==> config.mk <==
export PLATFORM = sky130hd
export DESIGN_NAME = dwed_cell
export DESIGN_NICKNAME = d
export VERILOG_FILES = /design/src/rtl/dwed_pkg.sv /design/src/rtl/dwed_cell.sv
export SDC_FILE = /design/constraint.sdc
export NUM_CORES = 1
export LEC_CHECK = 0
export BUFFER_PORTS_ARGS = -buffer_cell sky130_fd_sc_hd__buf_4
export CAP_MARGIN = 20
export CORE_MARGIN = 2
export CORE_UTILIZATION = 44
export CTS_CLUSTER_DIAMETER = 120
export CTS_CLUSTER_SIZE = 8
export DETAILED_ROUTE_END_ITERATION = 6
export GPL_ROUTABILITY_DRIVEN = 0
export HOLD_SLACK_MARGIN = 0.02
export PLACE_DENSITY = 0.7
export SLEW_MARGIN = 10
export SYNTH_ARGS = -nofsm -noshare
export SYNTH_HDL_FRONTEND = slang
export SYNTH_SLANG_ARGS = --single-unit
==> constraint.sdc <==
create_clock -name clk -period 6.3 [get_ports clk]
set_input_delay 0.945 -clock clk [delete_from_list [all_inputs] [get_ports clk]]
set_output_delay 0.945 -clock clk [all_outputs]
set_load 0.01 [all_outputs]
==> src/rtl/dwed_pkg.sv <==
// Shared constants, register indexes and control types of the double-window event denoiser.
`default_nettype none

package dwed_pkg;

  localparam int DEF_WINDOW_DEPTH = 32;
  localparam int DEF_COORD_BITS   = 12;

  localparam int CFG_IDX_W  = 2;
  localparam int CFG_DATA_W = 13;

  localparam int THRESH_W = 7;
  localparam int RADIUS_W = 13;
  localparam int WLEN_W   = 6;

  localparam logic [CFG_IDX_W-1:0] REG_COUNT_THRESHOLD = 2'd0;
  localparam logic [CFG_IDX_W-1:0] REG_L1_RADIUS       = 2'd1;
  localparam logic [CFG_IDX_W-1:0] REG_WINDOW_LENGTH   = 2'd2;
  localparam logic [CFG_IDX_W-1:0] REG_DOUBLE_MODE     = 2'd3;

  localparam logic [THRESH_W-1:0] RST_COUNT_THRESHOLD = 7'd2;
  localparam logic [RADIUS_W-1:0] RST_L1_RADIUS       = 13'd2;
  localparam logic [WLEN_W-1:0]   RST_WINDOW_LENGTH   = 6'd32;
  localparam logic                RST_DOUBLE_MODE     = 1'b1;

  typedef struct packed {
    logic clear;
    logic sig_shift;
    logic noi_shift;
  } ctl_t;

endpackage

`default_nettype wire

==> src/rtl/dwed_cell.sv <==
// One cell of the window chain: a signal entry, a noise entry and one stage of the probe.
`default_nettype none

module dwed_cell import dwed_pkg::*; #(
  parameter int COORD_BITS = DEF_COORD_BITS,
  parameter int CNT_W      = 7
) (
  input  wire logic                    clk,
  input  wire logic                    rst_n,
  input  wire ctl_t                    ctl,
  input  wire logic                    keep,
  input  wire logic [RADIUS_W-1:0]     radius,
  input  wire logic                    sig_vld_i,
  input  wire logic [2*COORD_BITS-1:0] sig_ent_i,
  input  wire logic                    noi_vld_i,
  input  wire logic [2*COORD_BITS-1:0] noi_ent_i,
  output logic                         sig_vld_o,
  output logic      [2*COORD_BITS-1:0] sig_ent_o,
  output logic                         noi_vld_o,
  output logic      [2*COORD_BITS-1:0] noi_ent_o,
  input  wire logic                    prb_vld_i,
  input  wire logic [COORD_BITS-1:0]   prb_x_i,
  input  wire logic [COORD_BITS-1:0]   prb_y_i,
  input  wire logic [CNT_W-1:0]        prb_cnt_i,
  output logic                         prb_vld_o,
  output logic      [COORD_BITS-1:0]   prb_x_o,
  output logic      [COORD_BITS-1:0]   prb_y_o,
  output logic      [CNT_W-1:0]        prb_cnt_o
);

  localparam int DIST_W = COORD_BITS + 1;
  localparam int CMP_W  = (DIST_W > RADIUS_W) ? DIST_W : RADIUS_W;

  logic                    sig_vld_r;
  logic [2*COORD_BITS-1:0] sig_ent_r;
  logic                    noi_vld_r;
  logic [2*COORD_BITS-1:0] noi_ent_r;
  logic                    prb_vld_r;
  logic [COORD_BITS-1:0]   prb_x_r;
  logic [COORD_BITS-1:0]   prb_y_r;
  logic [CNT_W-1:0]        prb_cnt_r;
  logic [CNT_W-1:0]        prb_cnt_nxt;
  logic                    sig_hit;
  logic                    noi_hit;

  function automatic logic near(input logic [2*COORD_BITS-1:0] ent,
                                input logic [COORD_BITS-1:0]   px,
                                input logic [COORD_BITS-1:0]   py,
                                input logic [RADIUS_W-1:0]     rad);
    logic [COORD_BITS-1:0] ex;
    logic [COORD_BITS-1:0] ey;
    logic [COORD_BITS-1:0] dx;
    logic [COORD_BITS-1:0] dy;
    logic [DIST_W-1:0]     l1_sum;
    ex     = ent[COORD_BITS-1:0];
    ey     = ent[2*COORD_BITS-1:COORD_BITS];
    dx     = (px > ex) ? (px - ex) : (ex - px);
    dy     = (py > ey) ? (py - ey) : (ey - py);
    l1_sum = {1'b0, dx} + {1'b0, dy};
    return CMP_W'(l1_sum) <= CMP_W'(rad);
  endfunction

  always_comb begin
    sig_hit     = sig_vld_r && near(sig_ent_r, prb_x_i, prb_y_i, radius);
    noi_hit     = noi_vld_r && near(noi_ent_r, prb_x_i, prb_y_i, radius);
    prb_cnt_nxt = prb_cnt_i + CNT_W'(sig_hit) + CNT_W'(noi_hit);
  end

  always_ff @(posedge clk) begin
    if (!rst_n) begin
      sig_vld_r <= 1'b0;
      noi_vld_r <= 1'b0;
      prb_vld_r <= 1'b0;
    end else begin
      prb_vld_r <= prb_vld_i;
      if (ctl.clear) begin
        sig_vld_r <= 1'b0;
        noi_vld_r <= 1'b0;
      end else begin
        if (ctl.sig_shift) begin
          sig_vld_r <= sig_vld_i & keep;
        end
        if (ctl.noi_shift) begin
          noi_vld_r <= noi_vld_i & keep;
        end
      end
    end
  end

  always_ff @(posedge clk) begin
    if (ctl.sig_shift) begin
      sig_ent_r <= sig_ent_i;
    end
    if (ctl.noi_shift) begin
      noi_ent_r <= noi_ent_i;
    end
    prb_x_r   <= prb_x_i;
    prb_y_r   <= prb_y_i;
    prb_cnt_r <= prb_cnt_nxt;
  end

  assign sig_vld_o = sig_vld_r;
  assign sig_ent_o = sig_ent_r;
  assign noi_vld_o = noi_vld_r;
  assign noi_ent_o = noi_ent_r;
  assign prb_vld_o = prb_vld_r;
  assign prb_x_o   = prb_x_r;
  assign prb_y_o   = prb_y_r;
  assign prb_cnt_o = prb_cnt_r;

endmodule

`default_nettype wire

### Word level (Yosys, flattened, before mapping)

Cells that the tools add are included.

* add/subtract/negate cells: 12
* $lt $le $gt $ge: 6
* mux-type cells: 4
* bitwise operators: 3
* reduce and logical (&&, ||, !) cells: 3

Operator list (count)
* subtractor 12 bit: 8
* greater-than comparator 12 bit: 4
* two-way mux 12 bit: 4
* adder 12 x 12 -> 13 bit: 2
* less-or-equal comparator 13 bit: 2
* adder 7 x 1 -> 7 bit: 2
* AND 1 bit: 2
* logical AND 1 bit: 2
* OR reduction 2 bit: 1
* inverter 1 bit: 1

* register bits: 82
* input bits: 101
* output and inout bits: 82
* logic and storage cells: 36

### Longest topological paths before layout

* depth after elaboration: 7
* mapped depth: 34

### Worst setup path before layout

Ideal clock, no wire load.

* path kind: input to register
* start: input prb_y_i[0]
* end: register prb_cnt_r[6] (netlist: prb_cnt_o[6])
* data arrival time: 6.494 ns
* required time: 6.182 ns
* setup slack: -0.312 ns
* cell stages on the path: 32
* path buffers: 1
* cell sequence: inv_1 > ha_1 > inv_1 > fa_1 > a211oi_1 > nor3_1 > o31ai_1 > nand2b_1 > o211ai_1 > buf_6 > mux2i_1 > xnor2_1 > ha_1 > nor2b_1 > o21ai_0 > a21boi_0 > o41ai_1 > o22ai_1 > o21ai_0 > o31a_1 > ha_1 > a21o_1 > a21o_1 > a211oi_1 > o31a_1 > o21ai_0 > fa_1 > inv_1 > ha_1 > and3_1 > nand3_1 > xnor2_1

* word-level cells in the longest chain between the ends: 7
* elaborated cells between the ends (all ways): 16
* those cells by class: add/sub (8); order compare (4); mux (2); reduce/logical (2)

Ends and longest elaborated chain
* from (decl): line dwed_cell.sv:23 `input wire logic [COORD_BITS-1:0] prb_y_i,`
* subtractor 12 bit / greater-than comparator 12 bit (equally long branches): line dwed_cell.sv:58 `dy = (py > ey) ? (py - ey) : (ey - py);`
* two-way mux 12 bit: line dwed_cell.sv:58
* adder 12 x 12 -> 13 bit: line dwed_cell.sv:59 `l1_sum = {1'b0, dx} + {1'b0, dy};`
* less-or-equal comparator 13 bit: line dwed_cell.sv:60 `return CMP_W'(l1_sum) <= CMP_W'(rad);`
* logical AND 1 bit: line dwed_cell.sv:64 `sig_hit = sig_vld_r && near(sig_ent_r, prb_x_i, prb_y_i, radius);`
* adder 7 x 1 -> 7 bit: line dwed_cell.sv:66 `prb_cnt_nxt = prb_cnt_i + CNT_W'(sig_hit) + CNT_W'(noi_hit);`
* adder 7 x 1 -> 7 bit (*): line dwed_cell.sv:66
* named net prb_cnt_nxt[6]: line dwed_cell.sv:42 `logic [CNT_W-1:0] prb_cnt_nxt;`
* to (signal assigned): line dwed_cell.sv:99 `prb_cnt_r <= prb_cnt_nxt;`
* to (decl): line dwed_cell.sv:41 `logic [CNT_W-1:0] prb_cnt_r;`

Mark *: on every way through the listed nets, which the timed path passes. The rest lies on a longest branch.
A chain may end at the register's enable or synchronous reset.

### Worst setup path in the final report

Same ends and word-level chain as after synthesis.

==> flow_summary_export.csv <==
group,metric,value,unit
timing,finalCritPeriodShare,1.01,
logic_synthesis,yosysTopAreaCell,"ha_1",
run_status,violations,"setup timing",
logic_synthesis,synthDistinctLibCells,57,
logic_synthesis,synth_area_per_cell,9.13,sq um
grt,grt_antenna_before_repair,0,
grt,grt_util_all_layers,0.258,
critical_path,cp_num_cells,33,
timing,fin_crit,6.38,ns
logic_synthesis,yosys_register_bits,82,
logic_synthesis,synth.net_count,1120,
clock_tree,ctsRootBufferMaster,"clkbuf_16",
logic_synthesis,async_flop_share,0,
critical_path,cp_top_family,"compound AO/OA/AOI/OAI gates",
timing,fmax,157,MHz
critical_path,r2r_start,"noi_ent_o[12]",
timing,slew_headroom,0.679,
power,power,0.00351,W
finish,instances_no_fill,1417,
worst_hold_path,min_path_type,"reg2reg",
logic_synthesis,yosysWarningCount,0,
clock_tree,ctsHoldBuffers,0,
timing,fin_ws,-0.0820,ns
worst_hold_path,min_to,"sig_vld_o",
timing,timing.final.hold_violations,0,
floorplanning,dieArea,19000,sq um
power,power_per_cell_area,315,nW/um^2
logic_synthesis,synthTopCellsByArea,"ha_1 (23%), edfxtp_1 (18%), dfxtp_1 (8.6%)",
floorplanning,rows,48,
logic_synthesis,ys_seq_area_frac,0.269,
clock_tree,cts_buffer_depth,2,
routing,ant_nets,0,
clock_tree,clk_pin_slew_worst_paths,0.06,ns
finish,nets,1442,
floorplanning,die_w,138,um
critical_path,reg2reg_slack,0.17,ns
timing,fin_setup_tns,-0.136,ns
logic_synthesis,syn_inst,865,
floorplanning,die_y,138,um
critical_path,endpoint_kind,"flip-flop",
finish,diodes,0,
routing,drt_pre_antenna_iters,5,
finish,fillers,1452,
routing,vias,7621,
timing,worst_pin_slew,0.477,ns
clock_tree,cts_buffers,9,
floorplanning,io_pins,183,
timing,clock_skew,0.00818,ns
critical_path,cp_num_buf_inv,5,
critical_path,crit_fanout,3,
power,cellLeakagePower,5.62,nW
timing,finalMaxSlewViolations,0,
place,hpwl,19.8,mm
place,dp_slack,-0.570,ns
critical_path,crit_slowest_cell,"fa_2",
logic_synthesis,netlist_area,7890,sq um
routing,wl_per_cell,17.5,um
grt,grt_pass1_vias,7496,
critical_path,cp.required,6.54,ns
job,drv_cap,0,
critical_path,setup.worst_path.start_class,"primary input",
floorplanning,core_area,17400,sq um
power,peakVddDrop,0.267,mV
routing,viasPerCell,5.38,
routing,wl,24.7,mm
critical_path,slowest_delay,0.45,ns
critical_path,arrival,6.62,ns
timing,rsz0062_at_grt,"yes",
worst_hold_path,worstHoldPathCells,2,
run_status,status,"finished, violations left",
finish,syn2layout_area_growth,41.0,%
logic_synthesis,synth_top_area_frac,0.227,
worst_hold_path,min_from,"sig_vld_o",
routing,drc,0,
logic_synthesis,synth-main-ff-cell,"edfxtp_1",
clock_tree,clk_latency,0.35,ns
finish,drive_gt1_frac,0.331,
grt,grt_max_degree,27,
grt,grt_overflow_total,0,
clock_tree,htreeDepth,3,
clock_tree,cts_tree,"built",
floorplanning,start_util,0.453,
place,portBuffers,182,
routing,drtIter0Drc,499,
logic_synthesis,synth_edf_count,48,
clock_tree,cts_sinks,82,
timing,setup_viol,3,
finish,fin_util,0.639,
grt,grt_pass1_wl,37.6,mm
critical_path,r2r-end,"prb_cnt_o[6]",
critical_path,ff2ff_path_depth,36,
critical_path,worstSetupPathType,"in2reg",
place,dp.cells,1373,
-- worst max-delay path by stage --
stage | start | to
global route | prb_y_i[0] | prb_cnt_o[6]
detailed placement | prb_y_i[0] | prb_cnt_o[6]
finish | prb_y_i[0] | prb_cnt_o[6]
global placement | prb_y_i[0] | prb_cnt_o[6]
floorplan | prb_y_i[0] | prb_cnt_o[6]
CTS | prb_y_i[0] | prb_cnt_o[6]
-- where the power goes --
part | total (W) | switching [W] | internal [W]
combinational | 0.00232 | 0.00114 | 0.00118
clock | 0.000551 | 0.000220 | 0.000332
sequential | 0.000638 | 0.0000286 | 0.000609
-- layout by cell type, fill, tap and decap left out, drive strengths merged, types with 5 or more instances in the layout --
cell type	Yosys	final
nor2	41	41
o21a	15	15
a21oi	74	74
dfxtp	34	34
or3	5	5
nand2	32	32
nand2b	12	12
buf	6	330
clkbuf	13	14
o31a	5	5
nand4	14	14
nand3	12	12
ha	143	143
inv	116	116
xor2	24	24
nor3	19	19
edfxtp	48	48
a21boi	6	6
o21bai	8	8
mux2i	40	40
nor2b	13	13
xnor2	37	37
o21ai	42	42
fa	11	11
a21o	31	31
a211oi	14	14
-- per-layer routing --
layer  track usage  wire [um]
met1         0.338      11000
met2         0.433      11800
met3        0.0431       1310
met4        0.0805        653
met5             0          0
-- final cells by class --
type                    instances  area [sq um]  share of cell area
multi-input cells             648          5450               0.490
repair buffers                330          2530               0.228
flip-flops and latches         82          2120               0.191
inverters                     116           443              0.0398
well taps                     225           282              0.0253
clock buffers                  14           265              0.0238
clock inverters                 2          35.0             0.00315
-- cell usage after synthesis (2+ instances only) --
library cell    n
nor2_1         41
buf_4           2
o31ai_1         2
a31oi_1         3
or3_1           5
a21o_1         31
a2111oi_0       2
inv_1         116
nand2_1        32
o211ai_1        4
a211oi_1       14
a21boi_0        5
xnor2_1        37
o31a_1          5
mux2_2          4
nand4_1        14
nand3b_1        2
nand2b_1       12
buf_2           2
nor4_1          4
mux2i_1        40
o41ai_1         2
o21ai_1         2
or4_1           2
nor3_1         19
nor2b_1        13
and2_1          3
and3_1          3
clkbuf_1       13
o21bai_1        8
xor2_1         24
o21a_1         15
edfxtp_1       48
buf_6           2
dfxtp_1        34
o21ai_0        40
fa_1           11
a21oi_1        74
nand3_1        12
a31o_2          4
ha_1          143
-- worst reg2reg max path, delay by kind of cell, from the launching register on --
kind                       cells  cell delay (ns)
AOI/OAI and AO/OA             10             1.45
xor gates and xnor gates       3             0.49
adders and majority gates      6             1.59
buffers and inverters         14             1.65
DFF                            1             0.46
muxes                          1             0.16
and+or+nand+nor                2             0.24
-- cells by family (layout without fill, tap and decap cells) --
family	after synthesis	count (layout)	share of synthesized area
fa+ha+maj	154	154	0.255
flops	82	82	0.269
buf+inv	135	462	0.0674
mux	44	44	0.0564
xor+xnor	61	61	0.0677
simple gates	166	166	0.105
compound gates	223	223	0.180
-- flip-flops by register name (all words and copies together), names as in the netlist --
name,flops
sig_ent_o,24
prb_x_o,12
prb_vld_o,1
sig_vld_o,1
prb_y_o,12
prb_cnt_o,7
noi_vld_o,1
noi_ent_o,24
-- metrics by stage --
stage | hold WS (ns) | instance area (sq um)
2_1_floorplan | 0.496 | 7980
3_3_place_gp | 0.520 | 10400
3_5_place_dp | 0.533 | 10400
4_1_cts | 0.544 | 11000
5_1_grt | 0.588 | 11100
6_report | 0.570 | 11100
-- what timing repair did --
action / in CTS / in global routing
setup buffers: 20 / 8
endpoints found under the hold margin: 0 / 0
gates resized for setup: 12 / 27
setup endpoints to repair: 4 / 7
pin swaps: 24 / 43
Note: power is estimated with default switching activity, not from simulation.
